**src/design/htw_ram.sv**
```systemverilog
// Generic single-write, single-read RAM with registered read data.
// No dependencies.
`timescale 1ns / 1ps

module htw_ram #(
  parameter int WIDTH = 8,
  parameter int DEPTH = 16
) (
  input  logic                     clk,
  input  logic                     we,
  input  logic [$clog2(DEPTH)-1:0] waddr,
  input  logic [WIDTH-1:0]         wdata,
  input  logic [$clog2(DEPTH)-1:0] raddr,
  output logic [WIDTH-1:0]         rdata
);

  logic [WIDTH-1:0] mem [DEPTH];

  always_ff @(posedge clk) begin
    if (we) begin
      mem[waddr] <= wdata;
    end
    rdata <= mem[raddr];
  end

endmodule

```
**config.mk**
```make
export PLATFORM = sky130hd
export DESIGN_NAME = htw_ram
export DESIGN_NICKNAME = d
export VERILOG_FILES = /design/src/design/htw_ram.sv
export SDC_FILE = /design/constraint.sdc
export NUM_CORES = 1
export LEC_CHECK = 0
export BUFFER_PORTS_ARGS = -buffer_cell sky130_fd_sc_hd__buf_2
export CORE_MARGIN = 1
export CORE_UTILIZATION = 65
export CTS_BUF_LIST = sky130_fd_sc_hd__clkbuf_16
export DETAILED_ROUTE_END_ITERATION = 6
export PLACE_DENSITY = 0.84
export SLEW_MARGIN = 15
export SYNTH_ARGS = -nofsm -noshare
export SYNTH_HDL_FRONTEND = slang
export SYNTH_SLANG_ARGS = --single-unit
```
**constraint.sdc**
```tcl
create_clock -name clk -period 3.4 [get_ports clk]
set_input_delay 0.34 -clock clk [delete_from_list [all_inputs] [get_ports clk]]
set_output_delay 0.34 -clock clk [all_outputs]
set_load 0.01 [all_outputs]
```
==> results.toml <==
[worst_setup_path]
start_kind = "input port"
path_cells = "buf_2 > buf_4 > mux4_1 > a22oi_1 > nand2_1"
cp.arrival_ns = 2.18
cpPeakStageDelay_ns = 0.68
slowest_stage = "mux4_1"
crit_buf_inv = 2
critPathMaxFanout = 22
required_ns = 3.68
cp-end-kind = "flop"
crit_type = "input port to flop"
cp_top_family = "buffers and inverters"

[drt]
first_pass_iters = 7
drcViolationCount = 1
via_count = 2516
wire_per_inst_um = 26.77
antenna_left = 0
drtIter0Drc = 314
routed_wl_mm = 10.23
vias_per_cell = 6.586

[floorplanning]
io_pins = 26
fp-row-count = 32
dieArea_um2 = 8279
fp.dieW_um = 90.99
die_y_um = 90.99
coreArea_um2 = 7687
initial_utilization = 0.6696

[global_routing]
grt_pass1_vias = 2464
grt_usage = 0.2720
grt_max_degree = 33
antenna_found_initial = 0
grt_pass1_wl_mm = 15.28
gr-total-overflow = 0

[job]
drv_cap = 0

[timing]
skew_ns = 0.004598
drv_slew = 0
fmax_ghz = 0.5266
fin_crit_ns = 1.899
setup_slack_ns = 1.501
hold_viol = 0
fin_crit_sh = 0.5585
relSlewSlack = 0.3851
tns_ns = 0
max_slew.worst_pin.slew_ns = 0.9190
rsz0062_at_grt = "false"
finalSetupViolations = 0

[finish]
drive_gt1_frac = 0.2857
final_common_cell = "edfxtp_1"
nNetsFinal = 285
nFillCells = 404
final_cells = 382
area_growth_pct = 15.63
layout_common_cells = "edfxtp_1, buf_2, mux4_2, clkbuf_16, a22oi_1"
final_area_um2 = 5952
final_util = 0.7743
multi_input_area_um2 = 1062
num_antenna_cells = 0
ff_latch_area_um2 = 4004

[run_status]
status = "finished, violations left"
violations = "DRC"

[clocking]
post-cts-setup-buffers = 0
clk_latency_ns = 0.41
cts_made_buffers = 17
ctsRootBufferMaster = "clkbuf_16"
cts-resized-gates = 0
cts_sinks = 136
cts-hold-fix-buffers = 0
clk_pin_slew_worst_paths_ns = 0.06
cts_tree = "yes"
htreeDepth = 4
clockBufferDepth = 2

[synth]
yosysWarnings = 0
muxShareOfSynthArea = 0.1502
synth_edf_count = 128
synth_fa_ha_area_frac = 0
netlist-cell-type-count = 19
synthSimpleGateAreaFrac = 0.03184
syn_avg_cell_area_um2 = 22.48
yosysSeqAreaShare = 0.7778
async_flop_share = 0
synth_cells = 229
syn_area_um2 = 5147
synth-main-ff-cell = "edfxtp_1"
synth_top_family_by_area = "multiplexers"
synth-xor-area-share = 0
synth-seq-cells = 136
syn_nets = 247
synth_compound_area_frac = 0.02333

[power]
seq_power_share = 0.485
p_int_uw = 3097
clkPwrFrac = 0.471
peakVddDrop_v = 0.0004888
power.switching_uw = 799.0
switching_share = 0.2051
p_leak_uw = 0.001999
cellPowerDensity_nw_per_um2 = 654.6
combPwrFrac = 0.044

[placement]
dp.cells = 350
dp_hpwl_mm = 5.754
dpl_worst_slack_ns = 1.166
place_area_um2 = 5344
port_buffers = 25
routabilityCongestion = 0.7305

[hold_path]
hold_class = "input port to flop"
synth_stat cells (2+ instances only):
library cell,instances,area [um^2]
edfxtp_1,128,3844
mux4_2,18,405.4
a22oi_1,16,120.1
mux4_1,14,367.9
nor2_1,13,48.80
nand2_1,9,33.78
dfxtp_1,8,160.2
nor3_1,4,20.02
buf_2,3,15.01
buf_6,3,33.78
clkdlybuf4s25_2,3,30.03
nand2b_1,2,12.51
nand3b_1,2,15.01
final timing paths:
path	end	slack [ns]	depth (start not counted)	from
worst max-delay path	rdata[0]	1.50	5	raddr[0]
worst min-delay path	mem[6][1]	0.31	1	wdata[1]
worst max register to register	rdata[0]	1.87	3	mem[0][0]
worst min register to register	rdata[1]	0.69	3	mem[8][1]
registers in the layout, summed over array words and instances, names as in the netlist:
register and count:
mem 128, rdata 8
cell type report:
type                            instances  area share
Sequential cell                       136      0.6727
Tap cell                              102     0.02144
Clock buffer                           17     0.07147
Timing Repair Buffer                   29     0.02607
Multi-Input combinational cell         83      0.1785
Clock inverter                         15     0.02985
power groups by stage:
stage	combinational [uW]	clock, uW	sequential (uW)
finish	170	1840	1890
global route	181	1910	1890
CTS	170	1850	1890
detailed placement	164	0	1920
global placement	159	0	1920
floorplan	95.1	0	1920
layer usage:
layer | vias to the layer above | global-route usage | wire length (um)
li1 | 1053 | - | -
met1 | 1294 | 0.3607 | 3759
met2 | 153 | 0.4564 | 5500
met3 | 16 | 0.05863 | 813
met4 | 0 | 0.09259 | 153
met5 | - | 0 | 0
cell families (layout without fill, tap and decap cells):
group	Yosys count	count (layout)
AO/OA/AOI/OAI	16	16
AND/OR/NAND/NOR	35	35
buffers and inverters	10	61
multiplexers	32	32
flip-flops	136	136
stage by stage:
stage                     hold slack, ns  total power (uW)
final                             0.3135              3896
after global routing              0.3192              3986
after CTS                         0.3007              3909
after detailed placement          0.6530              2087
after global placement            0.6511              2078
after floorplan                   0.4389              2018
Note: power is estimated with default switching activity, not from simulation.
