--- config.mk ---
export PLATFORM = sky130hd
export DESIGN_NAME = htw_seq
export DESIGN_NICKNAME = d
export VERILOG_FILES = /design/src/design/htw_pkg.sv /design/src/design/htw_seq.sv
export SDC_FILE = /design/constraint.sdc
export NUM_CORES = 1
export LEC_CHECK = 0
export BUFFER_PORTS_ARGS = -buffer_cell sky130_fd_sc_hd__buf_2
export CORE_MARGIN = 10
export CORE_UTILIZATION = 44
export DETAILED_ROUTE_END_ITERATION = 6
export PLACE_DENSITY = 0.85
export SLEW_MARGIN = 25
export SYNTH_ARGS = -nofsm -noshare
export SYNTH_HDL_FRONTEND = slang
export SYNTH_SLANG_ARGS = --single-unit
--- constraint.sdc ---
create_clock -name clk -period 1.8 [get_ports clk]
set_input_delay 0.09 -clock clk [delete_from_list [all_inputs] [get_ports clk]]
set_output_delay 0.09 -clock clk [all_outputs]
set_load 0.01 [all_outputs]
--- src/design/htw_pkg.sv ---
// Shared types and constants for the Huffman tree-walk decoder.
// No dependencies; imported by the core, the sequencer and the checker.
`timescale 1ns / 1ps

package htw_pkg;

  localparam int SYMBOL_COUNT_DEF = 256;
  localparam int NODE_DEPTH_DEF   = 512;

  localparam int IDX_W  = 9;
  localparam int SYM_W  = 8;
  localparam int DATA_W = 32;
  localparam int ADDR_W = 3;

  // action codes
  localparam logic ACT_WRITE  = 1'b0;
  localparam logic ACT_DECODE = 1'b1;

  // register index (word select of paddr)
  localparam logic REG_ROOT = 1'b0;

  typedef struct packed {
    logic             leaf;
    logic [SYM_W-1:0] sym;
    logic [IDX_W-1:0] left;
    logic [IDX_W-1:0] right;
  } node_t;

  typedef struct packed {
    logic             start;
    logic             code_bit;
    logic             cfg_load;
    logic [IDX_W-1:0] cfg_root;
  } htw_cmd_t;

endpackage

--- src/design/htw_seq.sv ---
// Walk sequencer: reads the current node, selects the child, reads it and
// decides on a result, all through the one read port of the node table.
// Depends on htw_pkg.
`timescale 1ns / 1ps

module htw_seq #(
  parameter int NODE_DEPTH = htw_pkg::NODE_DEPTH_DEF
) (
  input  logic                            clk,
  input  logic                            rst,
  input  htw_pkg::htw_cmd_t               cmd,
  input  logic [htw_pkg::IDX_W-1:0]       root,
  output logic [$clog2(NODE_DEPTH)-1:0]   raddr,
  input  htw_pkg::node_t                  rdata,
  output logic                            busy,
  output logic                            out_valid,
  input  logic                            out_stall,
  output logic [htw_pkg::SYM_W-1:0]       symbol,
  output logic                            fault
);
  import htw_pkg::*;

  localparam int AW = $clog2(NODE_DEPTH);

  localparam logic [1:0] S_IDLE = 2'd0;
  localparam logic [1:0] S_CUR  = 2'd1;
  localparam logic [1:0] S_NXT  = 2'd2;
  localparam logic [1:0] S_OUT  = 2'd3;

  logic [1:0]       state;
  logic [1:0]       state_next;
  logic [IDX_W-1:0] walk;
  logic             bit_r;
  logic [IDX_W-1:0] next_pos;
  logic             rd_oor;
  logic [SYM_W-1:0] res_symbol;
  logic             res_fault;

  logic [IDX_W-1:0] rd_idx;
  logic             oor_now;
  node_t            entry;
  logic [IDX_W-1:0] child;
  logic             out_free;

  // one read address: the child while checking the current node, else the walk
  assign rd_idx  = (state == S_CUR) ? child : walk;
  assign raddr   = rd_idx[AW-1:0];
  assign oor_now = {1'b0, rd_idx} >= (IDX_W + 1)'(NODE_DEPTH);

  // entries beyond the table read as an empty inner node
  assign entry    = rd_oor ? '0 : rdata;
  assign child    = bit_r ? entry.right : entry.left;
  assign out_free = !out_valid || !out_stall;
  assign busy     = (state != S_IDLE);

  always_comb begin
    state_next = state;
    case (state)
      S_IDLE: if (cmd.start) state_next = S_CUR;
      S_CUR:  state_next = entry.leaf ? S_OUT : S_NXT;
      S_NXT:  state_next = entry.leaf ? S_OUT : S_IDLE;
      S_OUT:  if (out_free) state_next = S_IDLE;
      default: state_next = S_IDLE;
    endcase
  end

  always_ff @(posedge clk) begin
    if (rst) begin
      state     <= S_IDLE;
      walk      <= '0;
      out_valid <= 1'b0;
    end else begin
      state <= state_next;
      if (cmd.cfg_load) begin
        walk <= cmd.cfg_root;
      end else if ((state == S_CUR && entry.leaf) || (state == S_NXT && entry.leaf)) begin
        walk <= root;
      end else if (state == S_NXT) begin
        walk <= next_pos;
      end
      if (state == S_OUT && out_free) begin
        out_valid <= 1'b1;
      end else if (!out_stall) begin
        out_valid <= 1'b0;
      end
    end
  end

  always_ff @(posedge clk) begin
    rd_oor <= oor_now;
    if (state == S_IDLE && cmd.start) begin
      bit_r <= cmd.code_bit;
    end
    if (state == S_CUR) begin
      next_pos   <= child;
      res_symbol <= '0;
      res_fault  <= 1'b1;
    end
    if (state == S_NXT) begin
      res_symbol <= entry.sym;
      res_fault  <= 1'b0;
    end
    if (state == S_OUT && out_free) begin
      symbol <= res_symbol;
      fault  <= res_fault;
    end
  end

endmodule

==> reports/metrics.cfg <==
[run_status]
status=finished, final reports clean

[setup_path]
critPathKind=reg2out
start_kind=flop
cp_max_fo=9
cp.required_ps=1710
cp_cell_sequence=inv_2 -> ha_4 -> buf_6 -> buf_6 -> mux2_2 -> buf_2
cp_num_buf_inv=4
end_kind=output port
crit_family=buffers and inverters
crit_arrival_ps=1640
cpPeakStageDelay_ps=350
critPathSlowestCell=dfxtp_2
critPathMostFrequentCell=buf_6

[pwr]
share_clk_of_total_power=0.279
p_seq_frac=0.484
p_sw_uw=657
intPower_uw=1860
switching_share=0.261
ir_worst_vdd_mv=0.520
p_leak_uw=0.00113
powerDensity_mw_per_mm2=1010
p_comb_frac=0.238

[synthesis]
synth_area_mm2=0.00190
yosysSeqAreaShare=0.565
synth.distinct_cells=26
syn_area_per_cell_um2=12.9
synthMostInstantiatedCell=edfxtp_1
ys_warn_count=0
netlist_top_cells_count=edfxtp_1, mux2_2, dfxtp_1, nand2_1, a211oi_1
synth-main-ff-cell=edfxtp_1
synth_area_leaders=edfxtp_1, dfxtp_1, mux2_2
yosysTopAreaCellShare=0.428
yosys.area.top_type=edfxtp_1
synthCells=147
syn-num-nets=203
synth-edff-count=27
ys_ff_latch=40
async_reset_ff_frac=0

[global_routing]
grt_max_degree=21
antenna_found_initial=0
grt_pass1_vias=1530
grt_pass1_wl_mm=7.21
grt_util_met2=0.216
top_usage_layer=met2
grt_util_all_layers=0.121
grt.met1_usage=0.128
grt_util_met3=0.0293
grt_overflow=0

[drt]
drt-vias-per-instance=5.10
wl_per_cell_um=16.4
drt_wl_total_mm=4.53
vias=1408
drcViolationCount=0
dr.pass1.iters=4
ant_nets=0
drt_iter0_markers=65

[sta]
tightestPinTransition_ps=409
finalClockSkew_ps=4.83
fin_crit_sh=0.959
drv_slew=0
fin_crit_ps=1730
setup_viol_count_final=0
fmax_mhz=579
setup_tns_ps=0
fin_ws_ps=73.3
hold_slack_ps=77.7
finalHoldViolations=0
relSlewSlack=0.727

[finish]
drive_gt1_frac=0.487
fin_cells=276
n_fill_cell=348
antenna_cells=0
final_net_count=281
area_delta_synth_final_pct=31.0

[clocking]
h-tree-depth=2
cts_root_buffer=clkbuf_8
cts_made_buffers=5
clock_latency_ps=290
path_clk_slew_ps=70
cts.sinks=40
clockBufferDepth=2
cts_tree=done

[floorplanning]
ios=71
dieWidth_um=85.6
chipHeight_um=85.6
rows=23
initial_utilization=0.464
die_area_mm2=0.00733
coreArea_mm2=0.00409

[placed_design]
portBuffers=70
place_ws_ps=39.2
dp.cells=266
post-dp-hpwl_mm=3.58
gp_congestion=0.780

[run]
cap_violations=0

[hold_path]
holdCritPathClass=in2reg

cell type report:
type	instances	area [um2]	area share
clock buffer	6	72.6	0.0292
clock inverter	2	35.0	0.0141
inverter	3	11.3	0.00453
multi-input combinational	95	781	0.314
sequential	40	1070	0.432
tap	50	62.6	0.0252
timing repair buffer	80	448	0.180
power groups by stage:
stage / logic (uW) / registers, uW / clock network (uW)
floorplan: 369 / 1210 / 0
global placement: 558 / 1230 / 0
detailed placement: 570 / 1240 / 0
CTS: 602 / 1220 / 718
global route: 661 / 1230 / 766
finish: 599 / 1220 / 702
final timing paths:
check,from,cells after the start,end,slack (ps)
setup / recovery,state[1],6,raddr[5],70
hold / removal,rst,2,out_valid,80
setup reg to reg,state[0],5,walk[7],150
hold reg to reg,res_symbol[6],0,symbol[6],420
layer usage:
layer,up-vias,share of wire
li1,708,-
met1,658,0.38
met2,33,0.54
met3,9,0.051
met4,0,0.021
met5,-,0
placed cells by master (no fill, tap or decap), drive strengths merged:
cell / Yosys / layout
a2111oi: 1 / 1
a211oi: 10 / 10
a21boi: 1 / 1
a21oi: 2 / 2
a311o: 1 / 1
and2: 9 / 9
and4b: 1 / 1
buf: 7 / 79
bufinv: 0 / 1
clkbuf: 2 / 6
clkinv: 0 / 1
dfxtp: 13 / 13
dlygate4sd3: 0 / 1
edfxtp: 27 / 27
ha: 5 / 5
inv: 3 / 3
mux2: 18 / 18
nand2: 11 / 11
nand2b: 1 / 1
nand3: 1 / 1
nor2: 3 / 3
nor2b: 9 / 9
nor3: 1 / 1
o211a: 9 / 9
o21ai: 1 / 1
o31ai: 9 / 9
o41ai: 1 / 1
or2: 1 / 1
worst reg2reg max path, delay by kind of cell, from the launching register on:
kind / cells / cell delay, ps
compound gates: 3 / 780
flops: 1 / 390
fa+ha+maj: 1 / 280
buf+inv: 1 / 110
registers in the layout (all words and copies together) (netlist names):
name        cells
bit_r           1
symbol          8
out_valid       1
next_pos        9
res_fault       1
fault           1
state           2
res_symbol      8
walk            9
cells by family after synthesis:
| family | count (synthesis) | synth area share |
|---|---|---|
| flops | 40 | 0.565 |
| simple gates | 37 | 0.104 |
| compound gates | 35 | 0.161 |
| mux | 18 | 0.107 |
| buf+inv | 12 | 0.0297 |
| fa+ha+maj | 5 | 0.0330 |
stage by stage:
step | area [um2] | util | total power [uW]
floorplan | 1900 | - | 1580
finish | 2480 | 0.608 | 2520
detailed placement | 2320 | 0.569 | 1810
global placement | 2320 | 0.569 | 1790
global route | 2480 | 0.608 | 2660
CTS | 2470 | 0.605 | 2540
timing repair:
action / 4_1_cts / 5_1_grt
setup buffers: 1 / 0
cloned: 0 / 0
gates resized for setup: 4 / 4
endpoints found under the hold margin: 1 / 0
hold buffers: 1 / 0
setup endpoints to repair: 9 / 16
Note: power is estimated with default switching activity, not from simulation.
